$ cat src/rtl/phpc_pkg.sv
// Package for the packet header parse and classify unit.
// Holds protocol constants, class codes and shared types; no dependencies.
`default_nettype none
package phpc_pkg;
  localparam int MaxFrame = 16384;
  localparam int OffW = 15;

  localparam logic [15:0] EthVlan = 16'h8100;
  localparam logic [15:0] EthIpv4 = 16'h0800;
  localparam logic [15:0] EthIpv6 = 16'h86DD;
  localparam logic [7:0] ProtoUdp = 8'd17;
  localparam logic [7:0] ProtoTcp = 8'd6;
  localparam logic [7:0] ProtoSctp = 8'd132;

  localparam logic [2:0] ClsDrop = 3'd0;
  localparam logic [2:0] ClsGtpc = 3'd1;
  localparam logic [2:0] ClsGtpu = 3'd2;
  localparam logic [2:0] ClsPfcp = 3'd3;
  localparam logic [2:0] ClsDiam = 3'd4;
  localparam logic [2:0] ClsS1ap = 3'd5;
  localparam logic [2:0] ClsOther = 3'd6;

  localparam logic [3:0] RoleS11 = 4'd1;
  localparam logic [3:0] RoleS5 = 4'd2;
  localparam logic [3:0] RoleS8 = 4'd3;
  localparam logic [3:0] RoleS1u = 4'd4;
  localparam logic [3:0] RoleN3 = 4'd5;
  localparam logic [3:0] RoleN4 = 4'd6;
  localparam logic [3:0] RoleDiam = 4'd7;
  localparam logic [3:0] RoleS1mme = 4'd8;

  localparam logic [2:0] RegGtpc = 3'd0;
  localparam logic [2:0] RegGtpu = 3'd1;
  localparam logic [2:0] RegPfcp = 3'd2;
  localparam logic [2:0] RegDiam = 3'd3;
  localparam logic [2:0] RegS1ap = 3'd4;
  localparam logic [2:0] RegPpid = 3'd5;

  typedef struct packed {
    logic [15:0] gtpc_port;
    logic [15:0] gtpu_port;
    logic [15:0] pfcp_port;
    logic [15:0] diameter_port;
    logic [15:0] s1ap_port;
    logic [31:0] s1ap_ppid;
  } cfg_t;

  // Frame summary handed from the parser to the finishing stage.
  typedef struct packed {
    logic        vlan;
    logic [15:0] ether_kind;
    logic [7:0]  ip_header_len;
    logic [OffW-1:0] l4_start;
    logic [7:0]  l4_proto;
    logic [63:0] src_hi;
    logic [63:0] src_lo;
    logic [63:0] dst_hi;
    logic [63:0] dst_lo;
    logic [31:0] ports;
    logic [7:0]  tcp_doff;
    logic        fragment;
    logic        found;
    logic [OffW-1:0] found_off;
    logic [OffW:0] found_len;
    logic        walk_error;
    logic [OffW-1:0] flen;
    logic [3:0]  role;
  } frame_t;

  // Listed from the highest bits down, so protocol_class lands in the lowest bits.
  typedef struct packed {
    logic [14:0] frame_length;
    logic [63:0] dest_addr_low;
    logic [63:0] dest_addr_high;
    logic [63:0] source_addr_low;
    logic [63:0] source_addr_high;
    logic [14:0] payload_length;
    logic [13:0] payload_offset;
    logic [15:0] destination_port;
    logic [15:0] source_port;
    logic [7:0]  l4_protocol;
    logic        ip_is_v6;
    logic [2:0]  protocol_class;
  } result_t;
endpackage
`default_nettype wire

$ cat src/rtl/phpc_cfg_regs.sv
// Configuration register bank of the packet header parse and classify unit.
// Depends on phpc_pkg.
`default_nettype none
module phpc_cfg_regs (
  input  wire logic        clk,
  input  wire logic        rst_n,
  input  wire logic        wr_en,
  input  wire logic [2:0]  wr_index,
  input  wire logic [31:0] wr_data,
  output phpc_pkg::cfg_t   cfg
);
  phpc_pkg::cfg_t cfg_r;

  always_ff @(posedge clk) begin
    if (!rst_n) begin
      cfg_r.gtpc_port     <= 16'd2123;
      cfg_r.gtpu_port     <= 16'd2152;
      cfg_r.pfcp_port     <= 16'd8805;
      cfg_r.diameter_port <= 16'd3868;
      cfg_r.s1ap_port     <= 16'd36412;
      cfg_r.s1ap_ppid     <= 32'd18;
    end else if (wr_en) begin
      case (wr_index)
        phpc_pkg::RegGtpc: cfg_r.gtpc_port <= wr_data[15:0];
        phpc_pkg::RegGtpu: cfg_r.gtpu_port <= wr_data[15:0];
        phpc_pkg::RegPfcp: cfg_r.pfcp_port <= wr_data[15:0];
        phpc_pkg::RegDiam: cfg_r.diameter_port <= wr_data[15:0];
        phpc_pkg::RegS1ap: cfg_r.s1ap_port <= wr_data[15:0];
        phpc_pkg::RegPpid: cfg_r.s1ap_ppid <= wr_data;
        default: ;
      endcase
    end
  end

  assign cfg = cfg_r;
endmodule
`default_nettype wire

$ cat src/rtl/phpc_parser.sv
// Byte-at-a-time header parser: tracks offsets, captures fields and walks
// SCTP chunks. Emits a frame summary on the last byte. Depends on phpc_pkg.
`default_nettype none
module phpc_parser (
  input  wire logic        clk,
  input  wire logic        rst_n,
  input  wire logic        byte_en,
  input  wire logic [7:0]  b,
  input  wire logic        last,
  input  wire logic [3:0]  role,
  input  wire logic [31:0] ppid_cfg,
  output phpc_pkg::frame_t summary,
  output logic             done
);
  localparam int W = phpc_pkg::OffW;

  logic [W:0]  off_r;
  logic        vlan_r;
  logic [15:0] kind_r;
  logic [7:0]  ihl_r;
  logic [W-1:0] l4s_r;
  logic [7:0]  proto_r;
  logic [63:0] sh_r, sl_r, dh_r, dl_r;
  logic [31:0] ports_r;
  logic [7:0]  doff_r;
  logic        frag_r;
  logic [W:0]  cs_r;
  logic [31:0] ch_r;
  logic [31:0] pp_r;
  logic        fv_r;
  logic [W-1:0] fo_r;
  logic [W:0]  fl_r;
  logic        we_r;

  logic [W:0]  off_nxt;
  logic        vlan_nxt;
  logic [15:0] kind_nxt;
  logic [7:0]  ihl_nxt;
  logic [W-1:0] l4s_nxt;
  logic [7:0]  proto_nxt;
  logic [63:0] sh_nxt, sl_nxt, dh_nxt, dl_nxt;
  logic [31:0] ports_nxt;
  logic [7:0]  doff_nxt;
  logic        frag_nxt;
  logic [W:0]  cs_nxt;
  logic [31:0] ch_nxt;
  logic [31:0] pp_nxt;
  logic        fv_nxt;
  logic [W-1:0] fo_nxt;
  logic [W:0]  fl_nxt;
  logic        we_nxt;

  logic [W:0]  base;
  logic [W:0]  r;
  logic [W:0]  s;
  logic [W:0]  c;
  logic [15:0] clen;
  logic [15:0] clen_new;
  logic [31:0] ch_sh;
  logic [31:0] pp_sh;
  logic [31:0] pp_swap;
  logic        is_v4, is_v6, l4_go;
  logic [W:0]  o;

  // Next chunk start: the length padded to four bytes. A start beyond the
  // largest frame saturates, since no later byte can reach it.
  function automatic logic [W:0] chunk_next(input logic [W:0] cs, input logic [15:0] l);
    logic [17:0] t;
    t = {2'b0, cs} + {2'b0, l} + {16'd0, 2'(-l[1:0])};
    return (t > 18'(phpc_pkg::MaxFrame)) ? '1 : t[W:0];
  endfunction

  always_comb begin
    off_nxt = off_r; vlan_nxt = vlan_r; kind_nxt = kind_r; ihl_nxt = ihl_r;
    l4s_nxt = l4s_r; proto_nxt = proto_r; sh_nxt = sh_r; sl_nxt = sl_r;
    dh_nxt = dh_r; dl_nxt = dl_r; ports_nxt = ports_r; doff_nxt = doff_r;
    frag_nxt = frag_r; cs_nxt = cs_r; ch_nxt = ch_r; pp_nxt = pp_r;
    fv_nxt = fv_r; fo_nxt = fo_r; fl_nxt = fl_r; we_nxt = we_r;
    o = off_r;
    base = vlan_r ? (W+1)'(18) : (W+1)'(14);
    r = o - base;
    is_v4 = (kind_r == phpc_pkg::EthIpv4);
    is_v6 = (kind_r == phpc_pkg::EthIpv6);
    s = r - {{(W-7){1'b0}}, ihl_r};
    c = s - cs_r;
    clen = ch_r[15:0];
    ch_sh = {ch_r[23:0], b};
    clen_new = ch_sh[15:0];
    pp_sh = {pp_r[23:0], b};
    pp_swap = {pp_sh[7:0], pp_sh[15:8], pp_sh[23:16], pp_sh[31:24]};
    l4_go = 1'b0;

    if (o < (W+1)'(phpc_pkg::MaxFrame)) begin
      if (o == (W+1)'(12)) begin
        kind_nxt = {b, 8'd0};
      end else if (o == (W+1)'(13)) begin
        kind_nxt = {kind_r[15:8], b};
        vlan_nxt = ({kind_r[15:8], b} == phpc_pkg::EthVlan);
      end else if (o < (W+1)'(14)) begin
      end else if (vlan_r && o < (W+1)'(18)) begin
        if (o == (W+1)'(16)) kind_nxt = {b, 8'd0};
        if (o == (W+1)'(17)) kind_nxt = {kind_r[15:8], b};
      end else if (is_v4) begin
        if (r == 0) begin
          ihl_nxt = {2'b0, b[3:0], 2'b0};
          l4s_nxt = W'(base + (W+1)'({b[3:0], 2'b0}));
        end else if (r == 6) frag_nxt = (b[4:0] != 0);
        else if (r == 7) frag_nxt = frag_r || (b != 0);
        else if (r == 9) proto_nxt = b;
        else if (r >= 12 && r < 16) sl_nxt = {sl_r[55:0], b};
        else if (r >= 16 && r < 20) dl_nxt = {dl_r[55:0], b};
        // The header length used below is the one in force before this byte.
        l4_go = (r != 0) && (ihl_r >= 8'd20);
      end else if (is_v6) begin
        if (r == 0) begin
          ihl_nxt = 8'd40;
          l4s_nxt = W'(base + (W+1)'(40));
        end else if (r == 6) proto_nxt = b;
        else if (r >= 8 && r < 16) sh_nxt = {sh_r[55:0], b};
        else if (r >= 16 && r < 24) sl_nxt = {sl_r[55:0], b};
        else if (r >= 24 && r < 32) dh_nxt = {dh_r[55:0], b};
        else if (r >= 32 && r < 40) dl_nxt = {dl_r[55:0], b};
        l4_go = (r != 0);
      end
      if (l4_go && r >= {{(W-7){1'b0}}, ihl_r}) begin
        if (s < 4) ports_nxt = {ports_r[23:0], b};
        if (s == 12) doff_nxt = {2'b0, b[7:4], 2'b0};
        if (proto_r == phpc_pkg::ProtoSctp && s >= 12 &&
            !we_r && !fv_r && s >= cs_r) begin
          if (c < 4) begin
            ch_nxt = ch_sh;
            if (c == 3) begin
              if (clen_new < 16'd4) we_nxt = 1'b1;
              else if (!(ch_sh[31:24] == 8'd0 && ch_sh[17:16] == 2'b11 &&
                         clen_new >= 16'd17))
                cs_nxt = chunk_next(cs_r, clen_new);
            end
          end else if (c >= 12 && c < 16) begin
            pp_nxt = pp_sh;
            if (c == 15) begin
              if (pp_sh == ppid_cfg || pp_swap == ppid_cfg) begin
                fv_nxt = 1'b1;
                fo_nxt = W'(cs_r + (W+1)'(16));
                fl_nxt = (W+1)'(clen - 16'd16);
              end else begin
                cs_nxt = chunk_next(cs_r, clen);
              end
            end
          end
        end
      end
    end
    if (o <= (W+1)'(phpc_pkg::MaxFrame)) off_nxt = o + (W+1)'(1);
  end

  always_ff @(posedge clk) begin
    if (!rst_n || (byte_en && last)) begin
      off_r <= '0; vlan_r <= 1'b0; kind_r <= '0; ihl_r <= '0; l4s_r <= '0;
      proto_r <= '0; sh_r <= '0; sl_r <= '0; dh_r <= '0; dl_r <= '0;
      ports_r <= '0; doff_r <= '0; frag_r <= 1'b0; cs_r <= (W+1)'(12);
      ch_r <= '0; pp_r <= '0; fv_r <= 1'b0; fo_r <= '0; fl_r <= '0;
      we_r <= 1'b0;
    end else if (byte_en) begin
      off_r <= off_nxt; vlan_r <= vlan_nxt; kind_r <= kind_nxt; ihl_r <= ihl_nxt;
      l4s_r <= l4s_nxt; proto_r <= proto_nxt; sh_r <= sh_nxt; sl_r <= sl_nxt;
      dh_r <= dh_nxt; dl_r <= dl_nxt; ports_r <= ports_nxt; doff_r <= doff_nxt;
      frag_r <= frag_nxt; cs_r <= cs_nxt; ch_r <= ch_nxt; pp_r <= pp_nxt;
      fv_r <= fv_nxt; fo_r <= fo_nxt; fl_r <= fl_nxt; we_r <= we_nxt;
    end
  end

  // Frame summary registered on the last byte.
  phpc_pkg::frame_t sum_r;
  logic             done_r;
  always_ff @(posedge clk) begin
    if (!rst_n) done_r <= 1'b0;
    else done_r <= byte_en && last;
    if (byte_en && last) begin
      sum_r.vlan <= vlan_nxt; sum_r.ether_kind <= kind_nxt;
      sum_r.ip_header_len <= ihl_nxt; sum_r.l4_start <= l4s_nxt;
      sum_r.l4_proto <= proto_nxt; sum_r.src_hi <= sh_nxt; sum_r.src_lo <= sl_nxt;
      sum_r.dst_hi <= dh_nxt; sum_r.dst_lo <= dl_nxt; sum_r.ports <= ports_nxt;
      sum_r.tcp_doff <= doff_nxt; sum_r.fragment <= frag_nxt; sum_r.found <= fv_nxt;
      sum_r.found_off <= fo_nxt; sum_r.found_len <= fl_nxt;
      sum_r.walk_error <= we_nxt;
      // A frame longer than the maximum saturates the counter at MaxFrame + 1.
      sum_r.flen <= (off_nxt > (W+1)'(phpc_pkg::MaxFrame)) ? '1 : off_nxt[W-1:0];
      sum_r.role <= role;
    end
  end

  assign summary = sum_r;
  assign done = done_r;
endmodule
`default_nettype wire

$ cat src/rtl/phpc_finish.sv
// Length checks and protocol classification of a parsed frame summary.
// Pure combinational logic; depends on phpc_pkg.
`default_nettype none
module phpc_finish (
  input  phpc_pkg::frame_t  f,
  input  phpc_pkg::cfg_t    cfg,
  output phpc_pkg::result_t res
);
  localparam int W = phpc_pkg::OffW;
  logic [W:0] flen, base, len3, l4len, poff, plen;
  logic       ok, too_long;
  logic [15:0] sp, dp;
  logic [2:0] cls;
  logic [W+1:0] fend;

  always_comb begin
    too_long = (f.flen == '1);
    flen = {1'b0, f.flen};
    base = f.vlan ? (W+1)'(18) : (W+1)'(14);
    len3 = flen - base;
    l4len = len3 - {{(W-7){1'b0}}, f.ip_header_len};
    fend = {2'b0, f.found_off} + {1'b0, f.found_len};
    sp = f.ports[31:16];
    dp = f.ports[15:0];
    ok = 1'b1;
    poff = '0;
    plen = '0;
    if (too_long || flen < base) ok = 1'b0;
    if (f.ether_kind == phpc_pkg::EthIpv4) begin
      if (len3 < 20 || f.ip_header_len < 8'd20 ||
          len3 < {{(W-7){1'b0}}, f.ip_header_len} || f.fragment) ok = 1'b0;
    end else if (f.ether_kind == phpc_pkg::EthIpv6) begin
      if (len3 < 40) ok = 1'b0;
    end else begin
      ok = 1'b0;
    end
    if (l4len < 4) ok = 1'b0;
    if (f.l4_proto == phpc_pkg::ProtoUdp && l4len >= 8) begin
      poff = (W+1)'(8); plen = l4len - (W+1)'(8);
    end else if (f.l4_proto == phpc_pkg::ProtoTcp && l4len >= 20) begin
      if (f.tcp_doff < 8'd20 || l4len < {{(W-7){1'b0}}, f.tcp_doff}) ok = 1'b0;
      poff = {{(W-7){1'b0}}, f.tcp_doff};
      plen = l4len - {{(W-7){1'b0}}, f.tcp_doff};
    end else if (f.l4_proto == phpc_pkg::ProtoSctp) begin
      if (f.walk_error || !f.found || fend > {1'b0, l4len}) ok = 1'b0;
      poff = {1'b0, f.found_off}; plen = f.found_len;
    end else begin
      ok = 1'b0;
    end
    if (plen == 0) ok = 1'b0;
    poff = poff + {1'b0, f.l4_start};

    if (sp == cfg.gtpc_port || dp == cfg.gtpc_port || f.role == phpc_pkg::RoleS11 ||
        f.role == phpc_pkg::RoleS5 || f.role == phpc_pkg::RoleS8)
      cls = phpc_pkg::ClsGtpc;
    else if (sp == cfg.gtpu_port || dp == cfg.gtpu_port || f.role == phpc_pkg::RoleS1u ||
             f.role == phpc_pkg::RoleN3)
      cls = phpc_pkg::ClsGtpu;
    else if (sp == cfg.pfcp_port || dp == cfg.pfcp_port || f.role == phpc_pkg::RoleN4)
      cls = phpc_pkg::ClsPfcp;
    else if (sp == cfg.diameter_port || dp == cfg.diameter_port ||
             f.role == phpc_pkg::RoleDiam)
      cls = phpc_pkg::ClsDiam;
    else if ((sp == cfg.s1ap_port || dp == cfg.s1ap_port || f.role == phpc_pkg::RoleS1mme)
             && f.l4_proto == phpc_pkg::ProtoSctp)
      cls = phpc_pkg::ClsS1ap;
    else
      cls = phpc_pkg::ClsOther;

    res = '0;
    if (ok) begin
      res.protocol_class = cls;
      res.ip_is_v6 = (f.ether_kind == phpc_pkg::EthIpv6);
      res.l4_protocol = f.l4_proto;
      res.source_port = sp;
      res.destination_port = dp;
      res.payload_offset = poff[13:0];
      res.payload_length = plen[14:0];
      res.source_addr_high = f.src_hi;
      res.source_addr_low = f.src_lo;
      res.dest_addr_high = f.dst_hi;
      res.dest_addr_low = f.dst_lo;
      res.frame_length = flen[14:0];
    end
  end
endmodule
`default_nettype wire

$ cat src/rtl/packet_header_parse_classify_unit.sv
// Top level of the packet header parse and classify unit.
// Instantiates phpc_cfg_regs, phpc_parser and phpc_finish; uses phpc_pkg.
`default_nettype none
// The unit takes a captured Ethernet frame one byte per item and returns one
// result item per frame, after the byte marked tlast. Bytes are accepted every
// cycle but for the stall below; the parser updates its offset-driven state in
// the cycle a byte is accepted, the frame summary is registered on the last
// byte, and the next cycle runs the length checks and classification into a
// two-entry output buffer. Input is held off only on a last byte, while the
// output buffer would be full, so throughput is one byte per cycle while the
// result side keeps up. Dropped frames still yield a result, with class zero and
// all fields zero. Configuration writes are taken at any time but must only be
// made while no frame is in progress.
module packet_header_parse_classify_unit (
  input  wire logic         clk,
  input  wire logic         rst_n,
  input  wire logic         in_tvalid,
  output logic              in_tready,
  input  wire logic [7:0]   in_tdata,   // [7:0] frame_byte
  input  wire logic         in_tlast,   // last_byte
  input  wire logic [3:0]   in_tuser,   // [3:0] capture_role
  output logic              out_tvalid,
  input  wire logic         out_tready,
  // [2:0] protocol_class, [3] ip_is_v6, [11:4] l4_protocol, [27:12] source_port,
  // [43:28] destination_port, [57:44] payload_offset, [72:58] payload_length,
  // [136:73] source_addr_high, [200:137] source_addr_low,
  // [264:201] dest_addr_high, [328:265] dest_addr_low, [343:329] frame_length,
  // [351:344] zero
  output logic [351:0]      out_tdata,
  input  wire logic         cfg_valid,
  output logic              cfg_ready,
  input  wire logic [2:0]   cfg_index,
  input  wire logic [31:0]  cfg_data
);
  phpc_pkg::cfg_t    cfg;
  phpc_pkg::frame_t  summary;
  phpc_pkg::result_t res;
  logic              done;
  logic              in_acc;

  // Two-entry result buffer; a frame in flight needs at most one free slot.
  phpc_pkg::result_t buf_r [2];
  logic [1:0] cnt_r;
  logic       rd_r, wr_r;
  logic       pop;

  assign cfg_ready = 1'b1;
  assign in_acc = in_tvalid && in_tready;
  // Stall on a last byte unless a slot remains once in-flight results land.
  assign in_tready = !in_tlast || (cnt_r + {1'b0, done}) < 2'd2 || pop;

  phpc_cfg_regs u_cfg (
    .clk(clk), .rst_n(rst_n), .wr_en(cfg_valid), .wr_index(cfg_index),
    .wr_data(cfg_data), .cfg(cfg)
  );

  phpc_parser u_parse (
    .clk(clk), .rst_n(rst_n), .byte_en(in_acc), .b(in_tdata), .last(in_tlast),
    .role(in_tuser), .ppid_cfg(cfg.s1ap_ppid), .summary(summary), .done(done)
  );

  phpc_finish u_fin (.f(summary), .cfg(cfg), .res(res));

  assign pop = out_tvalid && out_tready;
  assign out_tvalid = (cnt_r != 2'd0);
  assign out_tdata = {8'd0, buf_r[rd_r]};

  always_ff @(posedge clk) begin
    if (!rst_n) begin
      cnt_r <= '0; rd_r <= 1'b0; wr_r <= 1'b0;
    end else begin
      if (done) wr_r <= !wr_r;
      if (pop) rd_r <= !rd_r;
      cnt_r <= cnt_r + {1'b0, done} - {1'b0, pop};
    end
    if (done) buf_r[wr_r] <= res;
  end
endmodule
`default_nettype wire
$ cat config.mk
export PLATFORM = sky130hd
export DESIGN_NAME = packet_header_parse_classify_unit
export DESIGN_NICKNAME = d
export VERILOG_FILES = /design/src/rtl/phpc_pkg.sv /design/src/rtl/phpc_cfg_regs.sv /design/src/rtl/phpc_parser.sv /design/src/rtl/phpc_finish.sv /design/src/rtl/packet_header_parse_classify_unit.sv
export SDC_FILE = /design/constraint.sdc
export NUM_CORES = 2
export LEC_CHECK = 0
export ABC_AREA = 1
export BUFFER_PORTS_ARGS = -buffer_cell sky130_fd_sc_hd__buf_2
export CORE_ASPECT_RATIO = 1.25
export CORE_MARGIN = 2
export CORE_UTILIZATION = 35
export CTS_BUF_LIST = sky130_fd_sc_hd__clkbuf_8
export DETAILED_ROUTE_END_ITERATION = 12
export HOLD_SLACK_MARGIN = 0.1
export PLACE_DENSITY = 0.53
export SYNTH_ARGS = -nofsm -noshare
export SYNTH_HDL_FRONTEND = slang
export SYNTH_SLANG_ARGS = --single-unit
$ cat constraint.sdc
create_clock -name clk -period 18.1 [get_ports clk]
set_input_delay 3.62 -clock clk [delete_from_list [all_inputs] [get_ports clk]]
set_output_delay 3.62 -clock clk [all_outputs]
set_load 0.03 [all_outputs]
-- Word-level counts from Yosys, hierarchy flattened
Memory sizes are Yosys's and may differ from the RTL's. A register that Yosys moved wholly into a read port is not among the register bits.
Cells that the tools add are included.
- bitwise operators: 1
- reductions and logical operators: 73
- mux-type cells: 187
- order comparisons: 39
- add/subtract/negate cells: 22
- equal/unequal tests: 50
- operators with widths (operator ; number):
    $mux 64 ; 57
    $mux 16 ; 27
    $mux 344 ; 1
    $mux 15 ; 16
    $mux 8 ; 25
    $eq 16x16->1 ; 10
    $lt 16x5->1 const B ; 6
    $mux 32 ; 3
    $eq 16x4->1 const B ; 5
    $ge 16x4->1 const B ; 5
    $eq 32x32->1 ; 2
    $ge 16x5->1 const B ; 4
    $lt 16x3->1 const B ; 4
    $eq 16x16->1 const B ; 3
    $lt 16x6->1 const B ; 3
    $mux 1 ; 48
    $sub 16x8->16 ; 3
    $mux 14 ; 3
    $add 18x2->18 ; 2
    $gt 18x15->1 const B ; 2
    $add 16x16->17 ; 2
    $eq 16x12->1 const B ; 2
    $eq 16x3->1 const B ; 2
    $eq 16x5->1 const B ; 2
    59 further kinds ; 135
- memories kept: 1
- input bits: 53
- memory bits (writable): 688
- register bits: 971
- memory list (memory ; depth ; bits a word ; rd ports ; clocked after Yosys merged registers in ; write ports ; line ; source):
    buf_r ; 2 ; 344 ; 1 ; 1 ; 1 ; packet_header_parse_classify_unit.sv:42 ; phpc_pkg::result_t buf_r [2];

-- Logic depth before layout (Yosys ltp)
- depth in word-level cells: 17
- depth in mapped cells: 41
- depth with buffers taken out: 41

-- Hierarchy
From an unflattened synthesis, not the netlist that was laid out.
- cell total of the unflattened synthesis: 9646
- area total of the unflattened synthesis: 85547.0 sq um
- by module, submodules not included (module ; times used ; cells an instance ; seq. area each (sq um) ; area an instance (sq um)):
    phpc_parser ; 1 ; 6105 ; 21110.2 ; 46091.7
    packet_header_parse_classify_unit ; 1 ; 1120 ; 20759.9 ; 25766.0
    phpc_finish ; 1 ; 1798 ; 0.0 ; 9276.4
    phpc_cfg_regs ; 1 ; 623 ; 2242.2 ; 4413.0

-- Worst setup path after synthesis
Ideal clock, no wire load.
- path kind: register -> register
- from: register u_parse.done_r, in the netlist u_parse.done
- to: memory buf_r[0][0] (netlist bit), enable pin
- arrival: 14.781 ns
- setup time: 1.065 ns
- data required time: 17.035 ns
- stages on the path, launching flop included: 3
- buffers on the path: 0
- path slack: 2.254 ns
- cell sequence: dfxtp_1 -> inv_1 -> nor2_1
- word-level cells in the longest chain between the ends: 2
- RTL lines (element ; line ; source):
    start: declaration ; phpc_parser.sv:174 ; logic done_r;
    start signal: assignment ; phpc_parser.sv:177 ; else done_r <= byte_en && last;
    $mux 1 ; packet_header_parse_classify_unit.sv:76 ; if (done) buf_r[wr_r] <= res;
    $mux 1 (implied by the code) ; packet_header_parse_classify_unit.sv:76 ;
    end: declaration ; packet_header_parse_classify_unit.sv:42 ;
Every way passes these cells.

==> flow_summary.yaml <==
run_status:
  status: "finished, final reports clean"
placement:
  portBuffers: 398
  hpwl_mm: 166
  place_area_um2: 86600
  place.gp.congestion: 0.887
  placed_cells: 12200
global_route:
  grt_pass1_wl_mm: 374
  grt_overflow: 0
  grt_use_total_pct: 20.1
  grt_pass1_vias: 61600
  antenna_found_initial: 9
  grt_max_degree: 265
power_and_ir_drop:
  internal_power_w: 0.00703
  switching_power_w: 0.00367
  clock_power_share_pct: 31.6
  peakVddDrop_v: 0.0000649
  swShare_pct: 34.3
  power.density_nw_per_um2: 116
  p_leak_nw: 39.2
  pwr-share-comb_pct: 25.4
  power_frac_seq_pct: 43.0
routing:
  drcViolationCount: 0
  vias_per_cell: 5.00
  drt_iter0_drc: 4965
  wirelength_mm: 248
  wire_per_inst_um: 19.5
  drt-pass1-iter-count: 8
  vias: 63700
  ant_nets: 0
sta:
  timing.final.crit_share_pct: 45.0
  tightestPinTransition_ns: 1.28
  max_freq_ghz: 0.123
  relSlewSlack_pct: 14.8
  hold_slack_ns: 0.450
  finalSetupTns_ns: 0
  rsz0062_at_grt: "false"
  finalSetupViolations: 0
  fin_worst_skew_ns: 0.0809
  min_period_ns: 8.14
  hold_viol: 0
  slew_viol_final: 0
synthesis:
  synthesis.instances: 9125
  synth_seq_area_share_pct: 53.6
  avgSynthCellArea_um2: 9.01
  synthFlopType: "edfxtp_1"
  ys_types: 67
  synth_area_um2: 82200
  yosys_warnings: 0
  ys_ff_latch: 1659
  synth_enable_flop_cells: 1084
  synthArstFlopShare_pct: 0
floorplan:
  die_y_um: 546
  rows: 198
  dieArea_um2: 239000
  start_util_pct: 35.3
  ios: 408
  coreArea_um2: 233000
  die_x_um: 437
cts:
  cts_tree: "done"
  cts_sinks: 1659
  cts_resized: 0
  htreeDepth: 5
  clockRootBuffer: "clkbuf_8"
  insertion_delay_ns: 0.96
  clk_pin_slew_ns: 0.06
  cts_hold_buffers: 0
  cts_setup_buffers: 0
  clk_path_buf_depth: 4
  cts_buffers: 290
worst_setup_path:
  max_stage_delay_ns: 0.93
  reg2reg_to: "buf_r[1][77]$_DFFE_PP_"
  crit_required_ns: 14.48
  crit_arrival_ns: 4.52
  cp_common_cell: "buf_4"
  end_kind: "primary output"
  critical_path_class: "register to primary output"
  cp_max_fo: 76
  r2r_setup_slack_ns: 9.99
  start_kind: "register"
  path_cells: "buf_4 > buf_4 > mux2_2 > buf_2"
  worstReg2RegStart: "u_parse.summary[5]$_SDFFCE_PN1P_"
  worst_r2r_path_depth: 32
  cp_slowest_cell: "dfxtp_4"
hold_path:
  hp-start: "rd_r$_SDFFE_PN0P_"
  hold_path_class: "register to register"
  holdPathStages: 1
run:
  drv_cap: 0
final_layout:
  drive_above_1_share_pct: 13.2
  mostFrequentLayoutCell: "inv_1"
  areaGrowthSynthToFinish_pct: 12.2
  final_area_um2: 92200
  fin_nets: 9617
  stdcell_count: 12700
  nFillCells: 23400
  layout_common_cells: "inv_1 (1486), nand2_1 (1192), edfxtp_1 (1084)"
## power by group through the flow
stage	logic, W	registers (W)	clock network (W)
2_1_floorplan	0.00201	0.00461	0
3_3_place_gp	0.00271	0.00467	0
3_5_place_dp	0.00273	0.00467	0
4_1_cts	0.00275	0.00460	0.00350
5_1_grt	0.00303	0.00463	0.00365
6_report	0.00272	0.00460	0.00338
## worst max-delay path by stage
stage | from | end | slack [ns] | cells after the start
after floorplan | u_parse.done$_SDFF_PN0_ | buf_r[0][0]$_DFFE_PP_ | 2.25 | 2
after global placement | out_tready | u_parse.dl_r[44]$_SDFFE_PP0P_ | 9.50 | 12
after detailed placement | out_tready | u_parse.sl_r[58]$_SDFFE_PP0P_ | 9.43 | 12
after CTS | register | out_tdata[194] | 9.78 | 4
after global routing | u_parse.summary[6]$_SDFFCE_PN1P_ | buf_r[1][77]$_DFFE_PP_ | 9.38 | 31
final | register | out_tdata[147] | 9.96 | 4
## through the flow
| stage | setup slack, ns | utilization [%] | total power, W |
|---|---|---|---|
| floorplan | 2.25 | - | 0.00662 |
| global placement | 9.50 | 37.2 | 0.00738 |
| detailed placement | 9.43 | 37.2 | 0.00741 |
| CTS | 9.78 | 39.6 | 0.0108 |
| global route | 9.38 | 39.6 | 0.0113 |
| finish | 9.96 | 39.6 | 0.0107 |
## cell families after synthesis
group	count (synthesis)	share of synthesized area, %
flip-flops	1659	53.6
multiplexers	344	4.71
AO/OA/AOI/OAI	1979	12.6
AND/OR/NAND/NOR	2796	14.3
buffers and inverters	1880	8.99
other	2	0.00914
XOR/XNOR	310	3.31
adder cells (fa/ha/maj)	155	2.48
## cell usage after synthesis (6+ instances only)
| cell type | n | area share (%) |
|---|---|---|
| nor3_1 | 64 | 0.39 |
| buf_4 | 10 | 0.091 |
| mux2_2 | 344 | 4.7 |
| a221oi_1 | 11 | 0.12 |
| xor2_1 | 218 | 2.3 |
| clkbuf_1 | 386 | 1.8 |
| a31oi_1 | 6 | 0.046 |
| o21ai_1 | 29 | 0.18 |
| inv_1 | 1377 | 6.3 |
| a21o_1 | 6 | 0.055 |
| nand3b_1 | 13 | 0.12 |
| o221ai_1 | 9 | 0.096 |
| xnor2_1 | 91 | 0.97 |
| o211ai_1 | 26 | 0.24 |
| nand2_1 | 1196 | 5.5 |
| nor2_2 | 9 | 0.068 |
| nor4_1 | 53 | 0.40 |
| o21bai_1 | 76 | 0.69 |
| buf_2 | 25 | 0.15 |
| dfxtp_1 | 575 | 14 |
| ha_1 | 142 | 2.2 |
| buf_6 | 32 | 0.44 |
| a21oi_1 | 713 | 4.3 |
| buf_1 | 28 | 0.13 |
| clkinv_1 | 7 | 0.032 |
| nand4_1 | 110 | 0.84 |
| edfxtp_1 | 1084 | 40 |
| o22ai_1 | 10 | 0.076 |
| inv_2 | 13 | 0.059 |
| nor2_1 | 924 | 4.2 |
| or2_2 | 22 | 0.17 |
| fa_1 | 13 | 0.32 |
| nand3_1 | 368 | 2.2 |
| nand2_2 | 7 | 0.053 |
| o21ai_0 | 1065 | 6.5 |
## area by class of cell
cell class                      instances  area (um^2)  share of cell area [%]
Tap cell                             3100         3880                    4.21
Inverter                             1397         5280                    5.72
Clock buffer                          315         4340                    4.70
Multi-Input combinational cell       5599        30900                    33.5
Timing Repair Buffer                  462         2510                    2.72
Sequential cell                      1659        44100                    47.8
Antenna cell                            6         15.0                  0.0163
Clock inverter                        205         1240                    1.34
## worst max-delay path: cells and delay by family, from the launching register on
| family | cells | cell delay (ns) |
|---|---|---|
| muxes | 1 | 0.44 |
| DFF | 1 | 0.93 |
| buffers and inverters | 3 | 1.86 |
## registers in the layout (all words and copies together) (netlist names), 32 cells and up, named ones only
register / cells
buf_r: 688
u_parse.summary: 396
u_cfg.cfg: 112
u_parse.dh_r: 64
u_parse.dl_r: 64
u_parse.sh_r: 64
u_parse.sl_r: 64
u_parse.ports_r: 32
## routing by layer
metal / global-route usage, % / routed length, um / vias to the layer above
met5: 0 / 0 / -
met4: 6.67 / 7770 / 0
met3: 3.05 / 12900 / 411
met2: 33.9 / 120000 / 1739
met1: 26.1 / 108000 / 30600
li1: - / - / 31000
(Power assumes the default switching activity.)
